`config.mk`:
```
export PLATFORM = sky130hd
export DESIGN_NAME = crr_round_cell
export DESIGN_NICKNAME = d
export VERILOG_FILES = /design/src/hdl/crr_pkg.sv /design/src/hdl/crr_round_cell.sv
export SDC_FILE = /design/constraint.sdc
export NUM_CORES = 1
export LEC_CHECK = 0
export ABC_AREA = 1
export BUFFER_PORTS_ARGS = -buffer_cell sky130_fd_sc_hd__buf_4
export CORE_AREA = 2 2 157 159
export CTS_BUF_LIST = sky130_fd_sc_hd__clkbuf_4 sky130_fd_sc_hd__clkbuf_8
export CTS_CLUSTER_DIAMETER = 150
export DETAILED_ROUTE_END_ITERATION = 8
export DIE_AREA = 0 0 159 161
export HOLD_SLACK_MARGIN = 0.02
export PLACE_DENSITY = 0.76
export SLEW_MARGIN = 30
export SYNTH_ARGS = -nofsm -noshare
export SYNTH_HDL_FRONTEND = slang
export SYNTH_SLANG_ARGS = --single-unit
```
`constraint.sdc`:
```
create_clock -name clk -period 12.4 [get_ports clk]
set_input_delay 0.62 -clock clk [delete_from_list [all_inputs] [get_ports clk]]
set_output_delay 0.62 -clock clk [all_outputs]
set_load 0.05 [all_outputs]
```
`src/hdl/crr_pkg.sv`:
```
`default_nettype none
package crr_pkg;

	localparam int MAX_ROUNDS = 32;
	localparam int RIDX_W     = 5;
	localparam int CNT_W      = 6;
	localparam int BLK_W      = 64;
	localparam int NIB        = 16;

	typedef enum logic [1:0] {
		REG_KEY_ZERO    = 2'd0,
		REG_KEY_ONE     = 2'd1,
		REG_ROUND_COUNT = 2'd2
	} reg_idx_t;

	// configuration seen by every round cell
	typedef struct packed {
		logic [BLK_W-1:0] key_zero;
		logic [BLK_W-1:0] key_one;
		logic [CNT_W-1:0] rounds;
	} cfg_t;

	// data handed from cell to cell
	typedef struct packed {
		logic [BLK_W-1:0] blk;
		logic [BLK_W-1:0] twk;
	} lane_t;

	localparam logic [3:0] SBOX [NIB] = '{
		4'hc, 4'ha, 4'hd, 4'h3, 4'he, 4'hb, 4'hf, 4'h7,
		4'h8, 4'h9, 4'h1, 4'h5, 4'h0, 4'h2, 4'h4, 4'h6};
	localparam logic [3:0] PERM [NIB] = '{
		4'hf, 4'hc, 4'hd, 4'he, 4'ha, 4'h9, 4'h8, 4'hb,
		4'h6, 4'h5, 4'h4, 4'h7, 4'h1, 4'h2, 4'h3, 4'h0};
	localparam logic [3:0] TPERM [NIB] = '{
		4'hc, 4'ha, 4'hf, 4'h5, 4'he, 4'h8, 4'h9, 4'h2,
		4'hb, 4'h3, 4'h7, 4'h4, 4'h6, 4'h0, 4'h1, 4'hd};
	localparam logic [3:0] RC_THREE [MAX_ROUNDS] = '{
		4'h1, 4'h4, 4'h2, 4'h5, 4'h6, 4'h7, 4'h3, 4'h1,
		4'h4, 4'h2, 4'h5, 4'h6, 4'h7, 4'h3, 4'h1, 4'h4,
		4'h2, 4'h5, 4'h6, 4'h7, 4'h3, 4'h1, 4'h4, 4'h2,
		4'h5, 4'h6, 4'h7, 4'h3, 4'h1, 4'h4, 4'h2, 4'h5};
	localparam logic [3:0] RC_FOUR [MAX_ROUNDS] = '{
		4'h1, 4'h8, 4'h4, 4'h2, 4'h9, 4'hc, 4'h6, 4'hb,
		4'h5, 4'ha, 4'hd, 4'he, 4'hf, 4'h7, 4'h3, 4'h1,
		4'h8, 4'h4, 4'h2, 4'h9, 4'hc, 4'h6, 4'hb, 4'h5,
		4'ha, 4'hd, 4'he, 4'hf, 4'h7, 4'h3, 4'h1, 4'h8};

	// nibble 0 sits in the top four bits
	function automatic logic [3:0] get_nib(input logic [BLK_W-1:0] v, input int i);
		return v[BLK_W-1-4*i -: 4];
	endfunction

	// q(t)[i] = t[tperm[i]]
	function automatic logic [BLK_W-1:0] tweak_perm(input logic [BLK_W-1:0] t);
		logic [BLK_W-1:0] r;
		r = '0;
		for (int i = 0; i < NIB; i++) begin
			r[BLK_W-1-4*i -: 4] = get_nib(t, int'(TPERM[i]));
		end
		return r;
	endfunction

	function automatic logic [BLK_W-1:0] mix_columns(input logic [BLK_W-1:0] s);
		logic [BLK_W-1:0] r;
		r = s;
		for (int i = 0; i < 4; i++) begin
			r[BLK_W-1-4*i -: 4] = get_nib(s, i) ^ get_nib(s, i + 8) ^ get_nib(s, i + 12);
			r[BLK_W-1-4*(i+4) -: 4] = get_nib(s, i + 4) ^ get_nib(s, i + 12);
		end
		return r;
	endfunction

	// out[perm[i]] = in[i], then the s-box on every nibble
	function automatic logic [BLK_W-1:0] perm_sub(input logic [BLK_W-1:0] s);
		logic [BLK_W-1:0] r;
		r = '0;
		for (int i = 0; i < NIB; i++) begin
			r[BLK_W-1-4*int'(PERM[i]) -: 4] = SBOX[get_nib(s, i)];
		end
		return r;
	endfunction

endpackage
`default_nettype wire

```
`src/hdl/crr_round_cell.sv`:
```
`default_nettype none
module crr_round_cell (
	input  wire logic                      clk,
	input  wire logic                      arst_n,
	input  wire crr_pkg::cfg_t             cfg,
	input  wire logic [crr_pkg::RIDX_W-1:0] round_idx,
	input  wire logic                      up_valid,
	output logic                           up_ready,
	input  wire crr_pkg::lane_t            up_data,
	output logic                           down_valid,
	input  wire logic                      down_ready,
	output crr_pkg::lane_t                 down_data
);

	logic                          valid_q;
	crr_pkg::lane_t                data_q;
	logic                          active;
	logic [crr_pkg::BLK_W-1:0]     tweakey;
	logic [crr_pkg::BLK_W-1:0]     mixed;
	logic [crr_pkg::BLK_W-1:0]     keyed;
	crr_pkg::lane_t                data_d;

	assign up_ready   = !valid_q || down_ready;
	assign down_valid = valid_q;
	assign down_data  = data_q;

	// rounds past the configured count pass the block through
	assign active = {1'b0, round_idx} < cfg.rounds;

	// tweakey r mod 4: bit 0 picks the key half, bit 1 the permuted tweak
	assign tweakey = (round_idx[0] ? cfg.key_one : cfg.key_zero)
		^ (round_idx[1] ? crr_pkg::tweak_perm(up_data.twk) : up_data.twk);

	always_comb begin
		mixed = crr_pkg::mix_columns(up_data.blk);
		mixed[crr_pkg::BLK_W-17 -: 4] = mixed[crr_pkg::BLK_W-17 -: 4]
			^ crr_pkg::RC_FOUR[round_idx];
		mixed[crr_pkg::BLK_W-21 -: 4] = mixed[crr_pkg::BLK_W-21 -: 4]
			^ crr_pkg::RC_THREE[round_idx];
		keyed      = mixed ^ tweakey;
		data_d.twk = up_data.twk;
		data_d.blk = active ? crr_pkg::perm_sub(keyed) : up_data.blk;
	end

	always_ff @(posedge clk or negedge arst_n) begin
		if (!arst_n) begin
			valid_q <= 1'b0;
		end else if (up_ready) begin
			valid_q <= up_valid;
		end
	end

	always_ff @(posedge clk) begin
		if (up_valid && up_ready) begin
			data_q <= data_d;
		end
	end

endmodule
`default_nettype wire

```
# Yosys cells after proc, flatten, opt, wreduce, memory -nomap -nowiden
# Memory sizes are Yosys's and may differ from the RTL's.
# Cells that the tools add are included.
[op_classes]
order_cmp = 18
muxes = 39
bitwise_logic = 33
reduce_logical = 3
[op_table]
columns = ["operator", "count"]
rows = [
  ["two-way mux 64 bit", 3],
  ["two-way mux 4 bit", 36],
  ["XOR 64 bit", 2],
  [">= comparator 5 bit (second input constant)", 16],
  ["inverter 4 -> 5 bit", 16],
  ["XOR 4 bit", 14],
  [">= comparator 6 bit (second input constant)", 1],
  ["less-than comparator 5 x 6 -> 1 bit", 1],
  ["inverter 5 -> 6 bit", 1],
  ["logical AND 1 bit", 1],
  ["logical NOT 1 bit", 1],
  ["logical OR 1 bit", 1],
]
[totals]
ff_bits = 129
romBits = 1280
out_inout_bits = 130
elab_cells = 114
n_memories = 18
[mem_list]
columns = ["name", "depth", "word_bits", "rd", "rd_clocked_by_memory_dff", "write_ports", "line", "source"]
rows = [
  ["(name not given)", 32, 4, 1, 0, 0, "crr_round_cell.sv:39", "^ crr_pkg::RC_THREE[round_idx];"],
  ["(name not given)", 32, 4, 1, 0, 0, "crr_round_cell.sv:37", "^ crr_pkg::RC_FOUR[round_idx];"],
  ["(name not given)", 16, 4, 1, 0, 0, "crr_pkg.sv:79", "r[BLK_W-1-4*int'(PERM[i]) -: 4] = SBOX[get_nib(s, i)];"],
  ["(name not given)", 16, 4, 1, 0, 0, "crr_pkg.sv:79", ""],
  ["(name not given)", 16, 4, 1, 0, 0, "crr_pkg.sv:79", ""],
  ["(name not given)", 16, 4, 1, 0, 0, "crr_pkg.sv:79", ""],
  ["+12 memories", "-", "-", "-", "-", "-", "-", ""],
]

# Longest topological paths before layout
[depth]
ltp_word = 11
ltp_mapped = 19

# Worst setup path after synthesis
# No wires, ideal clock.
[synth_timing]
path_type = "register -> register"
from = "reg valid_q, in the netlist down_valid"
to = "reg data_q, in the netlist down_data[0], enable pin"
t_arrival_ns = 6.842
setup_slack_ns = 4.901
path_stages_with_launch = 2
n_path_buf = 0
period_less_slack_ns = 7.499
path_cell_list = "dfrtp_1 > a21oi_1"
[synth_via]
elab_chain_cells = 3
[synth_lines]
columns = ["element", "line", "source"]
rows = [
  ["start, declared", "crr_round_cell.sv:15", "logic valid_q;"],
  ["start signal, assigned", "crr_round_cell.sv:49", "valid_q <= up_valid;"],
  ["logical NOT 1 bit", "crr_round_cell.sv:23", "assign up_ready = !valid_q || down_ready;"],
  ["logical OR 1 bit", "crr_round_cell.sv:23", ""],
  ["logical AND 1 bit", "crr_round_cell.sv:54", "if (up_valid && up_ready) begin"],
  ["end signal, assigned", "crr_round_cell.sv:55", "data_q <= data_d;"],
  ["end, declared", "crr_round_cell.sv:16", "crr_pkg::lane_t data_q;"],
]
# Every way passes these cells.
# A chain may end at the register's enable or synchronous reset.

==> flow_summary.ini <==
[worst_setup_path]
start_kind = input pin
crit_path_max_fanout = 75
timing.critical_path.buf_inv = 4
cp_top_family = buffers and inverters
worst_path_largest_cell_delay_ns = 0.66
crit_path_end_kind = flop
worstPathCellList = buf_4, inv_8, nand2_1, a21o_1, nand4_1, nand2_4, inv_2, buf_4, nor2_1, a31oi_1
critical_path_required_ns = 12.58
crit_type = input pin to flop
worst_path_max_delay_cell = buf_4
cp.arrival_ns = 3.35
crit_path_frequent_cell = buf_4

[status]
status = finished, final reports clean

[cells_and_area]
drive_above_1_share_pct = 27.6
finalCoreUtilization_pct = 57.1
nets = 2051
antenna_cells = 0
final_cell_mix = nand2_1 (677), buf_4 (402), edfxtp_1 (128), inv_1 (121), xor2_1 (74)
final_common_cell = nand2_1
area_growth_pct = 34.4

[floorplan]
core.rowCount = 57
die_width_um = 159
die_height_um = 161
io_pins = 401
die_area_um2 = 25600
start_util_pct = 42.5
coreArea_um2 = 24000

[routing]
wl_per_cell_um = 18.8
firstDrtPassIters = 5
drc = 0
drt_iter0_markers = 773
vias = 10543
viasPerCell = 5.01
wl_mm = 39.7
antenna_left = 0

[synth]
synthTopCellsByArea = edfxtp_1 (38%), nand2_1 (25%), xor2_1 (6.4%)
syn_inst = 1391
yosysSeqAreaShare_pct = 38.0
syn_nets = 1674
ys_ff_latch = 129
syn_area_um2 = 10200
yosysTopAreaCell = edfxtp_1
ys_types = 36
yosys_warnings = 0
synth_area_per_cell_um2 = 7.32
synth_top_area_share_pct = 37.8

[power_and_ir_drop]
finalPower_w = 0.00164
p_per_area_nw_per_um2 = 120
power.leakage_nw = 7.12
ir_worst_vdd_v = 0.0000544

[timing]
report.final.slew_viol_count = 0
maxSlewHeadroom_pct = 41.4
layout_min_cycle_time_ns = 3.17
fmax_ghz = 0.316
setup_viol = 0
setup_tns_ns = 0
worst_pin_slew_ns = 0.879
final_hold_viol_count = 0
finalCritPeriodShare_pct = 25.5
fin_worst_skew_ns = 0.0173
rsz0062_at_grt = no

[clocking]
cts_made_buffers = 17
cts.sinks = 129
clk_pin_slew_ns = 0.09
insertion_delay_ns = 0.46
cts_tree = yes
cts_setup_buffers = 0
htreeDepth = 4
root_buffer = clkbuf_8
cts_buffer_depth = 2

[global_route]
gr-usage-all-layers_pct = 30.6
grt_pass1_vias = 10323
grt_pass1_wl_mm = 59.0
grt_start_max_net_pins = 118
grt_overflow = 0
antenna_found_initial = 0

[placement]
routabilityCongestion = 0.941
hpwl_mm = 31.7
io_buffers = 400

[job]
drv_cap = 0

[worst_hold_path]
hold_path.class = input pin to flop
==> layer usage <==
| layer | GRT usage (%) | vias up | part of all wire [%] |
|---|---|---|---|
| li1 | - | 5103 | - |
| met1 | 34.9 | 4808 | 38 |
| met2 | 56.2 | 542 | 51 |
| met3 | 5.86 | 90 | 7.5 |
| met4 | 12.5 | 0 | 4.0 |
| met5 | 0 | - | 0 |
==> where the power goes <==
group / leakage, nW / switching (W) / total, W / internal, W
clock: 0.173 / 0.000195 / 0.000341 / 0.000145
sequential: 1.23 / 0.0000181 / 0.000565 / 0.000546
combinational: 5.71 / 0.000486 / 0.000739 / 0.000253
total: 7.12 / 0.000700 / 0.00164 / 0.000945
==> sequential cells by signal (all words and copies together), names as in the netlist <==
signal,count
down_data,128
down_valid,1
==> worst paths after layout <==
kind / start / endpoint / slack [ns] / cells after the start
max: round_idx[0] / down_data[113]$_DFFE_PP_ / 9.23 / 10
min: up_data[53] / down_data[53]$_DFFE_PP_ / 0.33 / 1
max reg2reg: down_valid$_DFFE_PN0N_ / down_data[89]$_DFFE_PP_ / 10.03 / 4
min reg2reg: down_valid$_DFFE_PN0N_ / down_valid$_DFFE_PN0N_ / 0.62 / 2
max in group asynchronous: arst_n / down_valid$_DFFE_PN0N_ / 11.86 / 2
min in group asynchronous: arst_n / down_valid$_DFFE_PN0N_ / 0.46 / 2
==> area by class of cell <==
class	count	area (um2)
Clock buffer	18	248
Fill cell	2272	10300
Tap cell	324	405
Sequential cell	129	3870
Multi-Input combinational cell	1087	5490
Inverter	128	488
Timing Repair Buffer	405	3070
Clock inverter	14	103
==> synth_stat cells (all sizes together) <==
cell type / instances
buf: 36
xnor2: 61
clkbuf: 11
clkinv: 2
or2: 29
nand3b: 8
a31oi: 13
o21ai: 63
dfrtp: 1
a22oi: 1
nand4: 3
nand3: 72
ha: 12
edfxtp: 128
xor2: 82
nor2: 25
inv: 126
mux2i: 11
nand2: 700
a21oi: 5
a21o: 2
==> what timing repair did <==
action                    CTS  global route
hold buffers                1             0
gates resized for setup     0             0
hold endpoints to repair    1             0
==> cell families (layout without fill, tap and decap cells) <==
family,after synthesis,after routing,synth area share [%]
AO/OA/AOI/OAI,84,84,4.48
AND/OR/NAND/NOR,837,837,33.5
buffers and inverters,175,565,8.16
XOR/XNOR,143,143,13.3
multiplexers,11,11,1.08
adder cells (fa/ha/maj),12,12,1.48
flip-flops,129,129,38.0
==> per-stage QoR <==
step | worst slack, ns | instances | hold WS (ns) | instance area, um2
detailed placement | 8.54 | 2071 | 0.398 | 13300
global route | 9.00 | 2105 | 0.323 | 13700
global placement | 8.41 | 2071 | 0.396 | 13300
finish | 9.23 | 2105 | 0.335 | 13700
floorplan | 4.90 | 1391 | 0.324 | 10200
CTS | 9.03 | 2104 | 0.313 | 13600
Power figures use the tool's default switching activity.
